[src/htc_pkg.sv]
// Shared types and constants for the HTML comment tokenizer.
`default_nettype none

package htc_pkg;

  localparam int LENGTH_BITS_DEF = 16;
  localparam int OUT_LEN_W       = 16;
  localparam int ERR_W           = 3;

  localparam logic [7:0] CH_DASH = 8'h2D;
  localparam logic [7:0] CH_GT   = 8'h3E;
  localparam logic [7:0] CH_LT   = 8'h3C;
  localparam logic [7:0] CH_BANG = 8'h21;
  localparam logic [7:0] CH_NUL  = 8'h00;

  localparam logic [ERR_W-1:0] ERR_NONE        = 3'd0;
  localparam logic [ERR_W-1:0] ERR_ABRUPT_EMPTY = 3'd1;
  localparam logic [ERR_W-1:0] ERR_EOF         = 3'd2;
  localparam logic [ERR_W-1:0] ERR_NUL         = 3'd3;
  localparam logic [ERR_W-1:0] ERR_NESTED      = 3'd4;
  localparam logic [ERR_W-1:0] ERR_BAD_CLOSE   = 3'd5;

  typedef enum logic [10:0] {
    M_IDLE  = 11'b000_0000_0001,
    M_START = 11'b000_0000_0010,
    M_SDASH = 11'b000_0000_0100,
    M_TEXT  = 11'b000_0000_1000,
    M_LT    = 11'b000_0001_0000,
    M_LB    = 11'b000_0010_0000,
    M_LBD   = 11'b000_0100_0000,
    M_LBDD  = 11'b000_1000_0000,
    M_EDASH = 11'b001_0000_0000,
    M_END   = 11'b010_0000_0000,
    M_EBANG = 11'b100_0000_0000
  } htc_mode_t;

  typedef struct packed {
    logic                 done;
    logic [ERR_W-1:0]     err;
    logic [OUT_LEN_W-1:0] len;
    logic                 had_null;
  } htc_result_t;

endpackage : htc_pkg

`default_nettype wire

[src/htc_step.sv]
// Per-byte state transition and result logic, reconsume chain resolved combinationally in up to three passes.
`default_nettype none

module htc_step #(
  parameter int LENGTH_BITS = htc_pkg::LENGTH_BITS_DEF
) (
  input  htc_pkg::htc_mode_t    mode_i,
  input  logic [LENGTH_BITS-1:0] count_i,
  input  logic                  null_i,
  input  logic                  cmd_i,
  input  logic [7:0]            char_i,
  input  logic                  eof_i,
  output htc_pkg::htc_mode_t    mode_o,
  output logic [LENGTH_BITS-1:0] count_o,
  output logic                  null_o,
  output htc_pkg::htc_result_t  res_o
);
  import htc_pkg::*;

  localparam logic [LENGTH_BITS-1:0] COUNT_MAX = {LENGTH_BITS{1'b1}};
  localparam logic [LENGTH_BITS+OUT_LEN_W-1:0] OUT_MAX_W =
    {{LENGTH_BITS{1'b0}}, {OUT_LEN_W{1'b1}}};

  typedef struct packed {
    htc_mode_t        nm;
    logic             more;
    logic             bump;
    logic [ERR_W-1:0] err;
    logic             emit;
    logic             empty;
    logic [1:0]       trim;
    logic             nul;
  } htc_pass_t;

  function automatic htc_pass_t pass(input htc_mode_t m, input logic [7:0] c,
                                     input logic eof);
    htc_pass_t p;
    p = '{nm: m, more: 1'b0, bump: 1'b0, err: ERR_NONE, emit: 1'b0,
          empty: 1'b0, trim: 2'd0, nul: 1'b0};
    case (m)
      M_START: begin
        if (eof) begin p.nm = M_TEXT; p.more = 1'b1; end
        else if (c == CH_DASH) begin p.nm = M_SDASH; p.bump = 1'b1; end
        else if (c == CH_GT) begin
          p.err = ERR_ABRUPT_EMPTY; p.emit = 1'b1; p.empty = 1'b1;
        end else begin p.nm = M_TEXT; p.more = 1'b1; end
      end
      M_SDASH: begin
        if (eof) begin p.err = ERR_EOF; p.emit = 1'b1; p.empty = 1'b1; end
        else if (c == CH_DASH) begin p.nm = M_END; p.bump = 1'b1; end
        else if (c == CH_GT) begin
          p.err = ERR_ABRUPT_EMPTY; p.emit = 1'b1; p.empty = 1'b1;
        end else begin p.nm = M_TEXT; p.more = 1'b1; end
      end
      M_TEXT: begin
        if (eof) begin p.err = ERR_EOF; p.emit = 1'b1; end
        else if (c == CH_LT) begin p.nm = M_LT; p.bump = 1'b1; end
        else if (c == CH_DASH) begin p.nm = M_EDASH; p.bump = 1'b1; end
        else if (c == CH_NUL) begin
          p.nul = 1'b1; p.err = ERR_NUL; p.bump = 1'b1;
        end else p.bump = 1'b1;
      end
      M_LT: begin
        if (eof) begin p.nm = M_TEXT; p.more = 1'b1; end
        else if (c == CH_BANG) begin p.nm = M_LB; p.bump = 1'b1; end
        else if (c == CH_LT) p.bump = 1'b1;
        else begin p.nm = M_TEXT; p.more = 1'b1; end
      end
      M_LB: begin
        if (!eof && c == CH_DASH) begin p.nm = M_LBD; p.bump = 1'b1; end
        else begin p.nm = M_TEXT; p.more = 1'b1; end
      end
      M_LBD: begin
        if (!eof && c == CH_DASH) begin p.nm = M_LBDD; p.bump = 1'b1; end
        else begin p.nm = M_EDASH; p.more = 1'b1; end
      end
      M_LBDD: begin
        if (!eof && c != CH_GT) p.err = ERR_NESTED;
        p.nm = M_END;
        p.more = 1'b1;
      end
      M_EDASH: begin
        if (eof) begin p.err = ERR_EOF; p.emit = 1'b1; p.trim = 2'd1; end
        else if (c == CH_DASH) begin p.nm = M_END; p.bump = 1'b1; end
        else begin p.nm = M_TEXT; p.more = 1'b1; end
      end
      M_END: begin
        if (eof) begin p.err = ERR_EOF; p.emit = 1'b1; p.trim = 2'd2; end
        else if (c == CH_GT) begin p.emit = 1'b1; p.trim = 2'd2; end
        else if (c == CH_BANG) begin p.nm = M_EBANG; p.bump = 1'b1; end
        else if (c == CH_DASH) p.bump = 1'b1;
        else begin p.nm = M_TEXT; p.more = 1'b1; end
      end
      M_EBANG: begin
        if (eof) begin p.err = ERR_EOF; p.emit = 1'b1; p.trim = 2'd3; end
        else if (c == CH_DASH) begin p.nm = M_EDASH; p.bump = 1'b1; end
        else if (c == CH_GT) begin
          p.err = ERR_BAD_CLOSE; p.emit = 1'b1; p.trim = 2'd3;
        end else begin p.nm = M_TEXT; p.more = 1'b1; end
      end
      default: p.nm = M_IDLE;
    endcase
    return p;
  endfunction

  htc_pass_t p1, p2, p3, fin;
  logic [ERR_W-1:0] err;
  logic [LENGTH_BITS-1:0] cnt_inc;
  logic [LENGTH_BITS-1:0] trim_w;
  logic [LENGTH_BITS-1:0] len;
  logic [LENGTH_BITS+OUT_LEN_W-1:0] len_w;
  logic nul_upd;

  // chains are at most three passes deep (e.g. bang-dash-dash -> end -> text)
  always_comb begin
    p1 = pass(mode_i, char_i, eof_i);
    p2 = pass(p1.nm, char_i, eof_i);
    p3 = pass(p2.nm, char_i, eof_i);
    fin = !p1.more ? p1 : (!p2.more ? p2 : p3);

    if (p1.err != ERR_NONE) err = p1.err;
    else if (p1.more && p2.err != ERR_NONE) err = p2.err;
    else if (p1.more && p2.more) err = p3.err;
    else err = ERR_NONE;

    cnt_inc = (fin.bump && count_i != COUNT_MAX) ? count_i + 1'b1 : count_i;
    nul_upd = null_i | fin.nul;

    trim_w = LENGTH_BITS'(fin.trim);
    if (fin.empty || count_i < trim_w) len = '0;
    else len = count_i - trim_w;
    len_w = {{OUT_LEN_W{1'b0}}, len};

    mode_o  = fin.nm;
    count_o = cnt_inc;
    null_o  = nul_upd;
    res_o   = '0;

    if (cmd_i) begin
      mode_o  = M_START;
      count_o = '0;
      null_o  = 1'b0;
    end else begin
      res_o.err = err;
      if (fin.emit) begin
        mode_o         = M_IDLE;
        res_o.done     = 1'b1;
        res_o.had_null = nul_upd;
        res_o.len      = (len_w > OUT_MAX_W) ? {OUT_LEN_W{1'b1}} : len_w[OUT_LEN_W-1:0];
      end
    end
  end

endmodule : htc_step

`default_nettype wire

[src/html_comment_tokenizer.sv]
// Top level of the HTML comment tokenizer: input register, step logic, result register.
`default_nettype none

// Takes one byte (or a begin/end-of-input beat) per cycle and returns exactly one result
// beat per input beat. Each accepted input beat is held in the input register, then its
// result is loaded into the result register, which drives out_tvalid until it is taken.
// Throughput is one beat per cycle unless the output stalls; the htc_step state update is
// combinational and resolves reconsume chains of up to three passes within the cycle.
// Result beats carry error codes for every input; the length and NUL flag are only
// meaningful on beats with out_tlast (comment completed). The byte counter is
// LENGTH_BITS wide and saturates; the reported length saturates at 65535.

module html_comment_tokenizer #(
  parameter int LENGTH_BITS = htc_pkg::LENGTH_BITS_DEF
) (
  input  logic        clk,
  input  logic        rst_n,
  input  logic        in_tvalid,
  output logic        in_tready,
  input  logic [7:0]  in_tdata,   // [7:0] char_in
  input  logic [1:0]  in_tuser,   // [0] cmd, [1] at_eof
  output logic        out_tvalid,
  input  logic        out_tready,
  output logic        out_tlast,  // done_res
  output logic [23:0] out_tdata   // [2:0] error_code, [18:3] text_length, [19] had_null
);
  import htc_pkg::*;

  logic                   in_valid_r;
  logic                   in_cmd_r;
  logic [7:0]             in_char_r;
  logic                   in_eof_r;
  htc_mode_t              mode_r, mode_nxt;
  logic [LENGTH_BITS-1:0] count_r, count_nxt;
  logic                   null_r, null_nxt;
  logic                   out_valid_r;
  htc_result_t            res_r, res_nxt;
  logic                   advance;
  logic                   in_fire;

  assign advance   = in_valid_r && (!out_valid_r || out_tready);
  assign in_tready = !in_valid_r || !out_valid_r || out_tready;
  assign in_fire   = in_tvalid && in_tready;

  htc_step #(.LENGTH_BITS(LENGTH_BITS)) u_step (
    .mode_i  (mode_r),
    .count_i (count_r),
    .null_i  (null_r),
    .cmd_i   (in_cmd_r),
    .char_i  (in_char_r),
    .eof_i   (in_eof_r),
    .mode_o  (mode_nxt),
    .count_o (count_nxt),
    .null_o  (null_nxt),
    .res_o   (res_nxt)
  );

  always_ff @(posedge clk) begin
    if (!rst_n) begin
      in_valid_r  <= 1'b0;
      out_valid_r <= 1'b0;
      mode_r      <= M_IDLE;
      count_r     <= '0;
      null_r      <= 1'b0;
    end else begin
      if (in_tready) in_valid_r <= in_tvalid;
      if (advance) begin
        out_valid_r <= 1'b1;
        mode_r      <= mode_nxt;
        count_r     <= count_nxt;
        null_r      <= null_nxt;
      end else if (out_tready) begin
        out_valid_r <= 1'b0;
      end
    end
  end

  always_ff @(posedge clk) begin
    if (in_fire) begin
      in_cmd_r  <= in_tuser[0];
      in_eof_r  <= in_tuser[1];
      in_char_r <= in_tdata;
    end
    if (advance) res_r <= res_nxt;
  end

  assign out_tvalid = out_valid_r;
  assign out_tlast  = res_r.done;
  assign out_tdata  = {4'b0, res_r.had_null, res_r.len, res_r.err};

endmodule : html_comment_tokenizer

`default_nettype wire

[config.mk]
export PLATFORM = sky130hd
export DESIGN_NAME = html_comment_tokenizer
export DESIGN_NICKNAME = d
export VERILOG_FILES = /design/src/htc_pkg.sv /design/src/htc_step.sv /design/src/html_comment_tokenizer.sv
export SDC_FILE = /design/constraint.sdc
export NUM_CORES = 1
export LEC_CHECK = 0
export BUFFER_PORTS_ARGS = -buffer_cell sky130_fd_sc_hd__buf_4
export CAP_MARGIN = 10
export CORE_ASPECT_RATIO = 0.8
export CORE_MARGIN = 5
export CORE_UTILIZATION = 59
export CTS_CLUSTER_DIAMETER = 80
export DETAILED_ROUTE_END_ITERATION = 6
export HOLD_SLACK_MARGIN = 0.02
export PLACE_DENSITY_LB_ADDON = 0.25
export SKIP_LAST_GASP = 1
export SLEW_MARGIN = 25
export SYNTH_ARGS = -nofsm -noshare
export SYNTH_HDL_FRONTEND = slang
export SYNTH_SLANG_ARGS = --single-unit
[constraint.sdc]
create_clock -name clk -period 5.6 [get_ports clk]
set_clock_uncertainty 0.15 [all_clocks]
set_input_delay 0.56 -clock clk [delete_from_list [all_inputs] [get_ports clk]]
set_output_delay 0.56 -clock clk [all_outputs]
set_load 0.02 [all_outputs]
==> impl_metrics.ini <==
[clock_network]
clk_path_buf_depth = 2
cts_resized = 0
cts_root_buf = clkbuf_8
cts_tree = yes
clock_latency_ns = 0.33
clk_pin_slew_ns = 0.08
cts-hold-fix-buffers = 0
cts.htree.levels = 3
cts_inserted_buffers = 9
numClockSinks = 61

[global_route]
first_global_vias = 3443
grt.total_usage_pct = 27.2
grt_overflow_total = 0
grt_start_max_net_pins = 25
grt_pass1_wl_mm = 17.3
antenna_found_initial = 0

[synth]
synth_edf_count = 31
synth.top_cells.by_area = edfxtp_1, dfxtp_1, nor2_1
synth_simple_gate_area_share_pct = 29.9
synth_top_area_share_pct = 24.3
async_flop_share_pct = 0
synth-seq-area-share_pct = 39.9
synth_top_family_by_area = simple AND/OR/NAND/NOR gates
synthAdderAreaFrac_pct = 1.50
syn_avg_cell_area_um2 = 8.56
synthDistinctLibCells = 66
muxShareOfSynthArea_pct = 0
synth_xor_area_share_pct = 5.48
synth_compound_area_share_pct = 17.6
ys_ff_latch = 61
synth_area_leader_cell = edfxtp_1
yosys-top-cells-count = nor2_1, nand2_1, edfxtp_1
syn_area_um2 = 3840
synth.most_common_cell = nor2_1
synthCells = 448
yosysWarnings = 0
synth_flop_cell = edfxtp_1

[pwr]
peakVddDrop_mv = 0.152
finalPower_uw = 905
powerDensity_nw_per_um2 = 210
p_leak_nw = 1.47

[finish]
n_fill_cell = 519
drive_gt1_share_pct = 15.7
seqCellArea_um2 = 1530
stdcell_area_um2 = 4310
antenna_cells = 0
syn_to_final_growth_pct = 12.3
final_nets = 492
multi_input_comb_area_um2 = 2110

[die]
die_h_um = 82.1
start_util_pct = 60.5
fp.dieW_um = 100
rows = 26
die_area_um2 = 8220
core_area_um2 = 6340
ios = 41

[sta]
finalMaxSlewViolations = 0
worstMarginPinSlew_ns = 0.956
finalCritPeriodShare_pct = 91.2
fmax_mhz = 196
hold_viol_final = 0
slew_headroom_pct = 36.2
finalSetupViolations = 0
rsz0062_at_grt = false
holdWs_ns = 0.247
fin_tns_setup_ns = 0
min_period_ns = 5.10
setup_slack_ns = 0.495

[worst_setup_path]
start_kind = flip-flop
cp.arrival_ns = 5.03
path_max_fanout = 10
crit_type = flip-flop to flip-flop
required_ns = 5.52
reg2reg_depth = 15
max_stage_delay_ns = 0.66
cp-end-kind = flip-flop
crit_slowest_cell = or4b_1
crit_chain = or4b_1, or3_1, o22ai_1, o31a_1, o21ai_0, o211ai_1, o21ai_0, fa_1, or3_1, or4_1, nor2_1, nand2_1, o211ai_1, clkbuf_2, nor2_1

[routing]
drc = 0
dr.pass1.iters = 5
drt-total-wl_mm = 10.7
detail_route.vias_per_cell = 6.53
postRouteAntennaNets = 0
wire_per_inst_um = 19.0
via_count = 3674
drt_iter0_drc = 387

[run_status]
status = finished, final reports clean

[placed_design]
globalplace.congestion = 1.02
placed_cell_area_um2 = 4110
hpwl_mm = 7.68
preCtsSetupSlack_ns = 0.410
io_buffers = 36

[job]
maxCapViolCount = 0

[min_path]
hp-class = primary input to flip-flop
worst_hold_path.num_cells = 1
[flip-flops by register name (all words and copies together), names as in the netlist]
register    flops
in_eof_r        1
in_char_r       8
out_tdata      20
null_r          1
in_cmd_r        1
count_r        16
out_tvalid      1
mode_r         11
out_tlast       1
in_valid_r      1
[layout make-up]
cell class	instances	area share [%]
repair buffers	48	8.31
multi-input cells	344	48.9
inverters	10	0.872
clock inverters	6	0.930
clock buffers	10	2.96
flip-flops and latches	61	35.6
well taps	84	2.44
[power breakdown]
group / total, mW / internal, mW / switching (mW)
Combinational: 0.0688 / 0.0250 / 0.0438
Sequential: 0.490 / 0.480 / 0.00992
Clock: 0.346 / 0.160 / 0.186
[layer usage]
metal  part of all wire, %  vias up  track usage (%)  wire (µm)
met5                     0        -                0          0
met4                   1.6        0             7.81        173
met3                    14       29             8.56       1450
met2                    41      256             40.7       4350
met1                    44     1680             37.9       4700
li1                      -     1709                -          -
[repair_timing]
action,4_1_cts,5_1_grt
buffers inserted,0,3
endpoints found under the setup margin,0,7
hold endpoints to repair,0,0
[metrics by stage]
| step | std cells | util (%) |
|---|---|---|
| finish | 563 | 67.9 |
| floorplan | 451 | - |
| detailed placement | 543 | 64.8 |
| global placement | 543 | 64.8 |
| global route | 563 | 67.9 |
| CTS | 559 | 67.5 |
[worst max-delay path: cells and delay by family, from the launching register on]
kind	cells	cell delay (ns)
and+or+nand+nor	7	2.39
AOI/OAI and AO/OA	6	1.12
adders and majority gates	1	0.49
DFF	1	0.44
buffers and inverters	1	0.25
[path summary, 6_finish.rpt]
check	from	end	slack (ns)
max reg2reg	in_char_r[7]	out_tdata[10]	0.50
max	in_char_r[7]	out_tdata[10]	0.50
min	in_tdata[0]	in_char_r[0]	0.25
min reg2reg	null_r	null_r	0.34
[kinds of logic after synthesis]
group / Yosys count
simple gates: 213
other cells: 1
xor+xnor: 24
fa+ha+maj: 4
compound gates: 99
flops: 61
buf+inv: 46
[placed cells by master (no fill, tap or decap), types with 6 or more instances in the layout]
cell type	n
nand2_1	36
a21oi_1	19
inv_1	10
dfxtp_1	30
xnor2_1	11
nor3_1	13
nand4_1	18
nor4_1	7
o31ai_1	6
and2_1	8
edfxtp_1	31
clkbuf_8	9
nor2_1	52
or3_1	9
or4_1	6
nand3_1	20
buf_4	47
nor2b_1	12
xor2_1	13
o21ai_0	24
No activity file was read; power rests on OpenSTA's default activity.
